[src/bfd_pkg.sv]
package bfd_pkg;

   // Pixel channels, alpha first
   localparam int NUM_CH = 4;
   localparam int CH_W = 8;
   localparam int PIX_W = NUM_CH * CH_W;

   // Configuration registers
   localparam int SCALE_REG_W = 5;
   localparam int WIDTH_REG_W = 9;
   localparam logic [SCALE_REG_W-1:0] SCALE_RST = 5'd8;
   localparam logic [WIDTH_REG_W-1:0] WIDTH_RST = 9'd16;

   localparam int CSR_IDX_W = 2;
   localparam int CSR_DATA_W = 16;
   localparam logic [CSR_IDX_W-1:0] REG_SCALE = 2'd0;
   localparam logic [CSR_IDX_W-1:0] REG_OUT_WIDTH = 2'd1;

   typedef enum logic [2:0] {
      ST_IDLE,
      ST_READ,
      ST_ADD,
      ST_DIV,
      ST_OUT
   } bfd_state_type;

   // Controller to datapath
   typedef struct packed {
      logic accept;
      logic read;
      logic write;
      logic div_start;
      logic load;
   } bfd_cmd_type;

   // Datapath to controller
   typedef struct packed {
      logic emit;
      logic div_done;
      logic out_free;
   } bfd_sts_type;

endpackage

[src/bfd_ctrl.sv]
module bfd_ctrl
   import bfd_pkg::*;
(
   input  logic          clock,
   input  logic          reset,
   input  logic          req_tvalid,
   output logic          req_tready,
   input  bfd_sts_type   sts,
   output bfd_cmd_type   cmd
);

   bfd_state_type state_ff, state_in;

   always_ff @(posedge clock) begin
      if (reset) begin
         state_ff <= ST_IDLE;
      end else begin
         state_ff <= state_in;
      end
   end

   always_comb begin
      state_in = state_ff;
      cmd = '0;
      req_tready = 1'b0;
      unique case (state_ff)
         ST_IDLE: begin
            req_tready = 1'b1;
            if (req_tvalid) begin
               cmd.accept = 1'b1;
               state_in = ST_READ;
            end
         end
         ST_READ: begin
            cmd.read = 1'b1;
            state_in = ST_ADD;
         end
         ST_ADD: begin
            cmd.write = 1'b1;
            if (sts.emit) begin
               cmd.div_start = 1'b1;
               state_in = ST_DIV;
            end else begin
               state_in = ST_IDLE;
            end
         end
         ST_DIV: begin
            if (sts.div_done) begin
               state_in = ST_OUT;
            end
         end
         ST_OUT: begin
            if (sts.out_free) begin
               cmd.load = 1'b1;
               state_in = ST_IDLE;
            end
         end
         default: begin
            state_in = ST_IDLE;
         end
      endcase
   end

`ifndef SYNTH
   a_accept_reads: assert property (@(posedge clock) disable iff (reset)
      cmd.accept |=> (state_ff == ST_READ) && cmd.read)
      else $error("accepted transaction not followed by sum read");

   a_load_free: assert property (@(posedge clock) disable iff (reset)
      cmd.load |-> sts.out_free)
      else $error("result register overwritten");

   a_div_busy: assert property (@(posedge clock) disable iff (reset)
      cmd.div_start |=> !sts.div_done)
      else $error("divider did not start");
`endif

endmodule

[config.mk]
export PLATFORM = sky130hd
export DESIGN_NAME = bfd_ctrl
export DESIGN_NICKNAME = d
export VERILOG_FILES = /design/src/bfd_pkg.sv /design/src/bfd_ctrl.sv
export SDC_FILE = /design/constraint.sdc
export NUM_CORES = 1
export LEC_CHECK = 0
export BUFFER_PORTS_ARGS = -buffer_cell sky130_fd_sc_hd__buf_4
export CELL_PAD_IN_SITES_DETAIL_PLACEMENT = 1
export CELL_PAD_IN_SITES_GLOBAL_PLACEMENT = 1
export CORE_AREA = 5 5 42 44
export DETAILED_ROUTE_END_ITERATION = 16
export DIE_AREA = 0 0 47 49
export PLACE_DENSITY_LB_ADDON = 0.1
export SYNTH_ARGS = -nofsm -noshare
export SYNTH_HDL_FRONTEND = slang
export SYNTH_SLANG_ARGS = --single-unit
[constraint.sdc]
create_clock -name clock -period 2.1 [get_ports clock]
set_input_delay 0.105 -clock clock [delete_from_list [all_inputs] [get_ports clock]]
set_output_delay 0.105 -clock clock [all_outputs]
set_load 0.05 [all_outputs]
Word-level counts from Yosys, hierarchy flattened
Cells that the tools add are included.
{ "totals": {"register_bits": 3, "latchBits": 0, "ramBits": 0, "romBits": 0, "in_bits": 6, "output_inout_bits": 6, "wordCells": 23, "n_memories": 0} }
{ "op_classes": {"add_sub_neg": 0, "n_mul": 0, "div": 0, "magnitude_cmp": 0, "n_eq_ne": 7, "n_shift": 0, "mux": 13, "n_bitwise": 0, "n_reduce_logical": 2} }
{ "ops": {"columns": ["cell", "n"], "rows": [
  ["case mux 3 bit (5 select lines)", 1],
  ["two-way mux 3 bit", 3],
  ["two-way mux 1 bit", 7],
  ["== test 3 x 2 -> 1 bit (second input constant)", 2],
  ["inequality test 2 bit (second input constant)", 3],
  ["two-way mux 2 bit", 2],
  ["== test 3 x 1 -> 1 bit (second input constant)", 1],
  ["== test 3 bit (second input constant)", 1],
  ["logical NOT 3 bit", 1],
  ["AND reduction 3 bit", 1]
]} }

Longest topological paths before layout
Gate-level depths: netlist of run 1.
{ "depth": {"ltp_word": 3, "depth_mapped": 4} }

Least setup slack after synthesis of run 1
No wires, ideal clock.
{ "synth_path": {"path_kind": "reg-to-output", "from": "register state_ff[2]", "to": "output port cmd[4] in the netlist's numbering", "t_arrival_ns": 2.126, "required_time_ns": 1.995, "path_slack_ns": -0.131, "path_stages_with_launch": 4, "path_cell_list": "dfxtp_1 buf_2 nor3_1 and2_1"} }
{ "synth_rtl": {"columns": ["item", "line_no", "source"], "rows": [
  ["start, declared", "bfd_ctrl.sv:12", "bfd_state_type state_ff, state_in;"],
  ["start signal, assigned", "bfd_ctrl.sv:18", "state_ff <= state_in;"],
  ["end, declared", "bfd_ctrl.sv:9", "output bfd_cmd_type cmd"]
]} }

==> Implementation_results.wiki, run 1 <==
{| class="wikitable"
! Metric !! Value
|-
| Worst hold path startpoint || reset
|-
| Filler instances || 182
|-
| Post-Synthesis Net Count || 31
|-
| Worst reg-to-reg path cell count || 3
|-
| Initial cell density of the core || 15.2%
|-
| IO Count || 12
|-
| Most flops, register || state_ff
|-
| Crit start category || flop
|-
| Post-CTS setup buffers || 0
|-
| Final setup violating endpoints || 0
|-
| Biggest regs || state_ff (3)
|-
| Final Skew || 3.07 ps
|-
| Vias || 217
|-
| Kind of end point of the critical path || output port
|-
| Total die area || 2300 um2
|-
| R2R Path Start || state_ff[0]
|-
| RR Endpoint || state_ff[0]
|-
| Worst hold-check path type || input pin to flop
|-
| Sequential Area || 60.1 um2
|-
| Buffer cell driving the clock tree root || clkbuf_4
|-
| Clock Sinks || 3
|-
| Top library cells by usage in the layout, fill and taps aside || buf_4 (11), clkbuf_4 (3), dfxtp_1 (3)
|-
| Vias in the first global route || 232
|-
| Critical path arrival || 1250 ps
|-
| Unrepaired setup endpoints after global routing || false
|-
| Proportion of netlist area held by the largest area contributor || 28.2%
|-
| Power density cells || 771 nW/um2
|-
| Layout cell share with drive strength beyond 1 || 51.4%
|-
| Cell area after synthesis || 213 um2
|-
| Combined area of the multi-input logic cells || 129 um2
|-
| Avg Vias per Cell || 4.09
|-
| Largest net degree at the start of global routing || 11
|-
| Remaining design rule violation count || 0
|-
| Clock tree from TritonCTS || built
|-
| Max Freq || 0.737 GHz
|-
| Post-Route WL || 594 um
|-
| Area growth from synthesis to layout || 52.9%
|-
| Final hold violations || 0
|-
| All-Layer GR Usage || 5.63%
|-
| Run status || finished, final reports clean
|-
| Sequential share of the synthesized area || 28.2%
|-
| Relative slew slack || 75.6%
|-
| Core Footprint || 1400 um2
|-
| Worst hold path endpoint || state_ff[2]
|-
| Final layout net count || 44
|-
| Max reg flops || 3
|-
| Max VDD drop || 0.275 mV
|-
| Pre-CTS WS || 970 ps
|-
| Worst Hold Path Cells || 2
|-
| RePlAce Congestion || 0.633
|-
| Quantity of gates resized following cts || 0
|-
| Total count of max-transition violations in the final report || 0
|-
| Count of mapped cells out of synthesis || 25
|-
| Number of maximum-capacitance constraint violations || 0
|-
| Cell type with the highest aggregate area in the netlist || dfxtp_1
|-
| Number of nets with antenna violations after detailed routing || 0
|-
| Worst path required time || 2000 ps
|-
| Vertical extent of the die || 49 um
|-
| Final antenna diode count || 0
|-
| Most frequent standard cell in the layout excluding fill and tap cells || buf_4
|-
| Placed wire-length estimate after detailed placement || 469 um
|-
| Setup slack on the worst flop-to-flop path || 1020 ps
|-
| Period utilisation layout || 64.6%
|-
| Total negative setup slack || 0 ps
|-
| Mean routed wirelength per cell || 11.2 um
|-
| Maximum root-to-sink buffer count || 2
|-
| Die width || 47 um
|-
| Antenna violations before repair || 0
|-
| Level count of the clock H-tree || 1
|-
| Worst setup path startpoint || state_ff[0]
|-
| Number of hold buffers added after CTS || 0
|-
| Least-Margin Pin Slew || 365 ps
|-
| Total of buffers placed on input and output ports || 11
|-
| TritonCTS buffer count || 3
|-
| Number of standard-cell rows in the floorplan || 14
|-
| DR iter-0 viols || 3
|-
| Clock latency on the worst-skew pair || 230 ps
|-
| Worst Path Max Fanout || 8
|-
| CTS clock-pin slew for the worst setup and hold paths || 40 ps
|-
| Average footprint of a synthesized cell || 8.51 um2
|-
| First-pass iteration count of the detailed router || 2
|-
| Wire length of the first global-routing pass || 924 um
|-
| Leak Pwr || 0.145 nW
|-
| Least setup slack across all paths after layout || 744 ps
|-
| Syn. warnings || 0
|-
| Overflow left after global routing || 0
|-
| Distinct cells, synth || 18
|-
| Crit Path Class || flop to output port
|-
| Post-route minimum period || 1360 ps
|-
| Top post-synthesis cells by area || dfxtp_1 (28%), nor3_1 (7.1%), a2111oi_2 (7.1%), nor2b_4 (6.5%), buf_6 (5.3%)
|-
| Flop and latch count out of synthesis || 3
|}
==> worst max-delay path, cell delays in order (launching register included) <==
cell and delay, ps:
dfxtp_1 530, nor2b_4 90, and3b_2 220, buf_4 180
==> kinds of logic (layout without fill, tap and decap cells) <==
| group | after synthesis | after routing | synth area share [%] |
|---|---|---|---|
| AND/OR/NAND/NOR | 12 | 12 | 38.8 |
| AO/OA/AOI/OAI | 5 | 5 | 19.4 |
| buffers and inverters | 5 | 17 | 13.5 |
| flip-flops | 3 | 3 | 28.2 |
==> through the flow <==
stage	cell area (um2)	instances	util [%]	total power, W	hold WS [ps]
2_1_floorplan	218	25	-	0.000128	174
3_3_place_gp	299	49	21.3	0.000150	299
3_5_place_dp	299	49	21.3	0.000151	301
4_1_cts	325	53	23.2	0.000258	45.9
5_1_grt	325	53	23.2	0.000267	52.9
6_report	325	53	23.2	0.000251	54.5
==> cells in the mapped netlist, drive strengths merged <==
library cell / n
nor2: 1
a21oi: 3
a2111oi: 1
nor3: 3
nor3b: 1
a22oi: 1
and3b: 1
buf: 3
nand2: 1
and2: 1
dfxtp: 3
nand3b: 1
nor2b: 1
and3: 1
inv: 2
nand4b: 1
==> power breakdown <==
group / switching [W] / leakage [nW] / internal (W)
combinational: 0.0000479 / 0.106 / 0.0000297
sequential: 0.0000100 / 0.0246 / 0.0000609
clock: 0.0000310 / 0.0150 / 0.0000713
==> how the worst max path moves through the flow <==
stage | endpoint | slack, ps | cells past startpoint
after floorplan | cmd[4] | 330 | 3
after global placement | cmd[1] | 990 | 3
after detailed placement | cmd[1] | 970 | 3
after CTS | cmd[1] | 710 | 3
after global routing | cmd[3] | 590 | 3
final | cmd[1] | 740 | 3
==> layer usage <==
metal / up-vias / global-route usage (%) / routed length (um) / part of all wire (%)
li1: 110 / - / - / -
met1: 100 / 6.59 / 250 / 42
met2: 7 / 7.92 / 302 / 51
met3: 0 / 3.32 / 41 / 6.9
met4: 0 / 2.76 / 0 / 0
met5: - / 0 / 0 / 0
==> area by class of cell <==
cell class	instances	area share, %
clock buffers	4	8.08
repair buffers	11	25.4
inverters	2	2.31
multi-input cells	17	39.6
flip-flops and latches	3	18.5
well taps	16	6.15
(Power assumes the default switching activity.)
==> inputs of run 2 (changes only) <==
==> constraint.sdc (replaced) <==
create_clock -name clock -period 1.2 [get_ports clock]
set_input_delay 0.06 -clock clock [delete_from_list [all_inputs] [get_ports clock]]
set_output_delay 0.06 -clock clock [all_outputs]
set_load 0.05 [all_outputs]
==> run 2 against run 1 <==
Against the previous run: combinational power is 140% higher; highest routed layer unchanged; cell area is 33% higher; die area stayed put; power is 92% higher; clock-buffer cell count stayed put; via count is 14% higher; critical path type unchanged.
==> Implementation_results.wiki, run 2 (same netlist as run 1, synthesis figures left out) <==
{| class="wikitable"
! Metric !! Value
|-
| Run status || finished, final reports clean
|-
| Worst Hold Path Cells || 3
|-
| Clock Sinks || 3
|-
| Hold WS || 117 ps
|-
| Final antenna diode count || 0
|-
| Share of total power in sequential cells || 24.0%
|-
| Critical path arrival || 1110 ps
|-
| RePlAce Congestion || 0.725
|-
| Net Sw Power || 0.000171 W
|-
| Vertical extent of the die || 49 um
|-
| Final setup violating endpoints || 0
|-
| Clock tree from TritonCTS || built
|-
| Leak Pwr || 0.192 nW
|-
| Final instance count without filler cells || 59
|-
| All-Layer GR Usage || 6.82%
|-
| Final layout net count || 50
|-
| Kind of end point of the critical path || output port
|-
| Vias || 247
|-
| Finished Cell Area || 434 um2
|-
| TritonCTS buffer count || 3
|-
| Antenna violations before repair || 0
|-
| Max VDD drop || 0.532 mV
|-
| Least setup slack across all paths after layout || 27.2 ps
|-
| IO Count || 12
|-
| Top library cells by usage in the layout, fill and taps aside || buf_4 (10), clkbuf_4 (3), buf_6 (3)
|-
| Worst Path Max Fanout || 3
|-
| Initial cell density of the core || 15.2%
|-
| Number of standard-cell rows in the floorplan || 14
|-
| Total die area || 2300 um2
|-
| Least-Margin Pin Slew || 248 ps
|-
| Largest net degree at the start of global routing || 11
|-
| First-pass iteration count of the detailed router || 3
|-
| Pre-CTS WS || 95.0 ps
|-
| Mean routed wirelength per cell || 11.5 um
|-
| Wire length of the first global-routing pass || 1.09 mm
|-
| Number of nets with antenna violations after detailed routing || 0
|-
| Post-route minimum period || 1170 ps
|-
| Most frequent standard cell in the layout excluding fill and tap cells || buf_4
|-
| DR iter-0 viols || 2
|-
| CTS clock-pin slew for the worst setup and hold paths || 40 ps
|-
| Vias in the first global route || 276
|-
| Maximum root-to-sink buffer count || 2
|-
| Placed cell areas || 330 um2
|-
| Power density cells || 1110 nW/um2
|-
| Max reg flops || 3
|-
| Overflow left after global routing || 0
|-
| Total of buffers placed on input and output ports || 11
|-
| Clock latency on the worst-skew pair || 230 ps
|-
| Total count of max-transition violations in the final report || 0
|-
| Share of total power consumed by net switching || 35.4%
|-
| Placed wire-length estimate after detailed placement || 513 um
|-
| Buffer cell driving the clock tree root || clkbuf_4
|-
| Die width || 47 um
|-
| Period utilisation layout || 97.7%
|-
| Biggest regs || state_ff (3)
|-
| Remaining design rule violation count || 0
|-
| Worst path required time || 1140 ps
|-
| Final Core Density || 31.0%
|-
| Max Freq || 0.853 GHz
|-
| Final hold violations || 0
|-
| Int Power || 0.000312 W
|-
| Area growth from synthesis to layout || 104%
|-
| Final Skew || 3.04 ps
|-
| Unrepaired setup endpoints after global routing || true
|-
| Post-Route WL || 676 um
|-
| Worst hold-check path type || input pin to flop
|-
| Filler instances || 174
|-
| Crit Path Class || flop to output port
|-
| Number of maximum-capacitance constraint violations || 0
|-
| Avg Vias per Cell || 4.19
|-
| Most flops, register || state_ff
|-
| Core Footprint || 1400 um2
|-
| Combinational group share of total power || 38.8%
|-
| Relative slew slack || 83.4%
|-
| Crit start category || flop
|-
| Layout cell share with drive strength beyond 1 || 72.1%
|-
| Worst reg-to-reg path cell count || 5
|-
| Level count of the clock H-tree || 1
|-
| Share of power burned in the clock network || 37.3%
|-
| Count of placed standard cells including taps || 51
|}
[run 2: changes by cell type in the layout (fill, tap and decap cells not counted), moves of 2 or more]
| cell | change |
|---|---|
| buf_6 | +3 |
| dfxtp_1 | -3 |
| buf_8 | +2 |
| dfxtp_4 | +2 |
[run 2: path summary, 6_finish.rpt]
kind / startpoint / slack (ps) / end
max: state_ff[0] / 30 / cmd[1]
min: sts[0] / 120 / state_ff[2]
max reg2reg: state_ff[0] / 70 / state_ff[0]
min reg2reg: state_ff[2] / 570 / state_ff[2]
[run 2: timing repair]
| action | CTS | global route |
|---|---|---|
| hold buffers | 1 | 0 |
| resized for setup | 9 | 6 |
| endpoints found under the hold margin | 2 | 0 |
| endpoints found under the setup margin | 4 | 5 |
| pin swaps | 0 | 1 |
| buffers inserted | 1 | 2 |
[run 2: critical path, stage by stage, from the launching register on]
cell,delay (ps)
dfxtp_2,320
buf_6,120
nor2b_4,100
and3b_2,190
buf_8,140
[run 2: final cells by class]
| type | count | area [um2] | area share [%] |
|---|---|---|---|
| inverters | 2 | 7.51 | 1.73 |
| clock buffers | 4 | 26.3 | 6.05 |
| well taps | 16 | 20.0 | 4.61 |
| repair buffers | 17 | 154 | 35.4 |
| flip-flops and latches | 3 | 68.8 | 15.9 |
| multi-input cells | 17 | 158 | 36.3 |
[run 2: through the flow]
step / setup TNS (ps) / total power (W)
after floorplan: -347 / 0.000232
after global placement: 0 / 0.000279
after detailed placement: 0 / 0.000282
after CTS: 0 / 0.000486
after global routing: -51.8 / 0.000524
final: 0 / 0.000483
[run 2: metal layers]
| layer | wire length [um] | track usage (%) | part of all wire, % | up-vias |
|---|---|---|---|---|
| met5 | 0 | 0 | 0 | - |
| met4 | 0 | 2.76 | 0 | 0 |
| met3 | 44 | 4.43 | 6.5 | 0 |
| met2 | 388 | 11.5 | 57 | 7 |
| met1 | 243 | 6.13 | 36 | 116 |
| li1 | - | - | - | 124 |
[run 2: power by group through the flow]
stage                     Sequential [W]  Combinational (W)  Clock (W)
after global placement          0.000119           0.000160          0
after global routing            0.000117           0.000199   0.000208
after floorplan                 0.000109           0.000123          0
final                           0.000116           0.000187   0.000180
after CTS                       0.000118           0.000178   0.000191
after detailed placement        0.000119           0.000163          0
==> inputs of run 3 (changes only) <==
--- a/config.mk
+++ b/config.mk
@@ -11,7 +11,7 @@
 export CORE_AREA = 5 5 42 44
 export DETAILED_ROUTE_END_ITERATION = 16
 export DIE_AREA = 0 0 47 49
-export PLACE_DENSITY_LB_ADDON = 0.1
+export PLACE_DENSITY = 0.46
 export SYNTH_ARGS = -nofsm -noshare
 export SYNTH_HDL_FRONTEND = slang
 export SYNTH_SLANG_ARGS = --single-unit
==> run 3 against run 2 <==
Against the previous run: final cell count is 8.5% lower; register-to-register slack better by 100 ps; sequential power increased by 8%; power fell by 4.7%; critical endpoint is now cmd[4]; clock-buffer cell count did not move.
==> Implementation_results.wiki, run 3 (same netlist as run 1, synthesis figures left out) <==
{| class="wikitable"
! Metric !! Value
|-
| Kind of cell with the highest combined delay on the critical path || flip-flops
|-
| Final hold violations || 0
|-
| Worst Hold Path Cells || 3
|-
| Total count of max-transition violations in the final report || 0
|-
| Power density cells || 1230 nW/um2
|-
| TritonCTS buffer count || 3
|-
| Vias || 226
|-
| Level count of the clock H-tree || 1
|-
| Max Freq || 0.850 GHz
|-
| Number of standard-cell rows in the floorplan || 14
|-
| Clock Sinks || 3
|-
| All-Layer GR Usage || 6.47%
|-
| Worst hold path startpoint || sts[0]
|-
| Clock tree from TritonCTS || built
|-
| Final Skew || 6.19 ps
|-
| Share of power burned in the clock network || 40.7%
|-
| Leak Pwr || 0.163 nW
|-
| Finished Cell Area || 374 um2
|-
| Worst stage delay on the critical path || 380 ps
|-
| Kind of end point of the critical path || output port
|-
| DR iter-0 viols || 0
|-
| Critical path arrival || 1120 ps
|-
| Vertical extent of the die || 49 um
|-
| RePlAce Congestion || 0.674
|-
| Worst Path Max Fanout || 9
|-
| Final setup violating endpoints || 0
|-
| Int Power || 0.000291 W
|-
| Maximum root-to-sink buffer count || 2
|-
| Unrepaired setup endpoints after global routing || true
|-
| Critical-path cell list || nor3_4 > and2_1 > buf_6
|-
| Post-Route WL || 589 um
|-
| Layout cell share with drive strength beyond 1 || 63.2%
|-
| Mean routed wirelength per cell || 10.9 um
|-
| R2R Path Start || state_ff[0]
|-
| Hold WS || 83.1 ps
|-
| Worst reg-to-reg path cell count || 3
|-
| Worst-path cell with the longest stage delay || dfxtp_4
|-
| CTS clock-pin slew for the worst setup and hold paths || 40 ps
|-
| Crit start category || flop
|-
| Final Core Density || 26.7%
|-
| Final layout net count || 45
|-
| Worst hold path endpoint || state_ff[2]
|-
| Die width || 47 um
|-
| Number of maximum-capacitance constraint violations || 0
|-
| Remaining design rule violation count || 0
|-
| RR Endpoint || state_ff[0]
|-
| Relative slew slack || 82.2%
|-
| Vias in the first global route || 230
|-
| Area growth from synthesis to layout || 75.9%
|-
| Largest net degree at the start of global routing || 11
|-
| Final antenna diode count || 0
|-
| First-pass iteration count of the detailed router || 1
|-
| Buffer cell driving the clock tree root || clkbuf_4
|-
| Share of total power in sequential cells || 27.3%
|-
| Biggest regs || state_ff (3)
|-
| Net Sw Power || 0.000169 W
|-
| IO Count || 12
|-
| Placed cell areas || 315 um2
|-
| Overflow left after global routing || 0
|-
| Max VDD drop || 0.322 mV
|-
| Post-route minimum period || 1180 ps
|-
| Avg Vias per Cell || 4.19
|-
| Number of nets with antenna violations after detailed routing || 0
|-
| Run status || finished, final reports clean
|-
| Least-Margin Pin Slew || 267 ps
|-
| Share of total power consumed by net switching || 36.7%
|-
| Setup slack on the worst flop-to-flop path || 170 ps
|-
| Total of buffers placed on input and output ports || 11
|-
| Worst hold-check path type || input pin to flop
|-
| Most frequent standard cell in the layout excluding fill and tap cells || buf_4
|-
| Max reg flops || 3
|-
| Crit Path Class || flop to output port
|-
| Period utilisation layout || 98.0%
|-
| Initial cell density of the core || 15.2%
|-
| Total die area || 2300 um2
|-
| Wire length of the first global-routing pass || 972 um
|-
| Antenna violations before repair || 0
|-
| Worst path required time || 1140 ps
|-
| Most flops, register || state_ff
|-
| Clock latency on the worst-skew pair || 240 ps
|-
| Buffers plus inverters on the worst setup path || 1
|-
| Combinational group share of total power || 32.0%
|-
| Core Footprint || 1400 um2
|-
| Top library cells by usage in the layout, fill and taps aside || buf_4 (8), clkbuf_4 (3), buf_6 (3), dfxtp_4 (3)
|}
==> run 3: what timing repair did <==
| action | CTS | global route |
|---|---|---|
| setup buffers | 0 | 0 |
| setup endpoints to repair | 5 | 3 |
| hold buffers | 1 | 0 |
| gates resized for setup | 8 | 1 |
| hold endpoints to repair | 3 | 0 |
==> run 3: worst max-delay path by stage <==
| stage | startpoint | end | slack, ps | depth (start not counted) |
|---|---|---|---|---|
| after floorplan | state_ff[2] | cmd[4] | -310 | 3 |
| after global placement | state_ff[0] | state_ff[0] | 40 | 2 |
| after detailed placement | state_ff[0] | state_ff[0] | 50 | 2 |
| after CTS | state_ff[0] | cmd[1] | 5 | 3 |
| after global routing | state_ff[0] | cmd[1] | -30 | 3 |
| final | state_ff[2] | cmd[4] | 20 | 3 |
==> run 3: tightest hold or removal path: stages <==
cell,delay (ps)
buf_4,80
nand3b_1,100
a21oi_1,50
==> run 3: layout make-up <==
| cell class | count | area, um2 |
|---|---|---|
| timing repair buffer | 12 | 104 |
| fill | 172 | 1030 |
| sequential | 3 | 71.3 |
| multi-input combinational | 17 | 145 |
| tap | 16 | 20.0 |
| clock buffer | 4 | 26.3 |
| inverter | 2 | 7.51 |
==> run 3: routing by layer <==
metal | wire length, um | vias up | global-route usage [%]
met3 | 26 | 2 | 1.11
met2 | 283 | 8 | 9.05
met1 | 253 | 103 | 6.78
li1 | - | 113 | -
met5 | 0 | - | 0
met4 | 26 | 0 | 8.29
==> run 3: stage by stage <==
step	setup TNS [ps]	setup slack (ps)	power [W]	std cells
finish	0	24.0	0.000460	54
global route	-71.0	-26.9	0.000490	54
CTS	0	5.22	0.000476	54
detailed placement	0	47.2	0.000271	49
floorplan	-347	-310	0.000232	25
global placement	0	40.8	0.000271	49
==> run 3: power by group through the flow <==
stage | sequential [W] | combinational, W | clock [W]
3_3_place_gp | 0.000130 | 0.000141 | 0
3_5_place_dp | 0.000129 | 0.000142 | 0
5_1_grt | 0.000128 | 0.000158 | 0.000204
2_1_floorplan | 0.000109 | 0.000123 | 0
6_report | 0.000125 | 0.000147 | 0.000187
4_1_cts | 0.000126 | 0.000149 | 0.000201
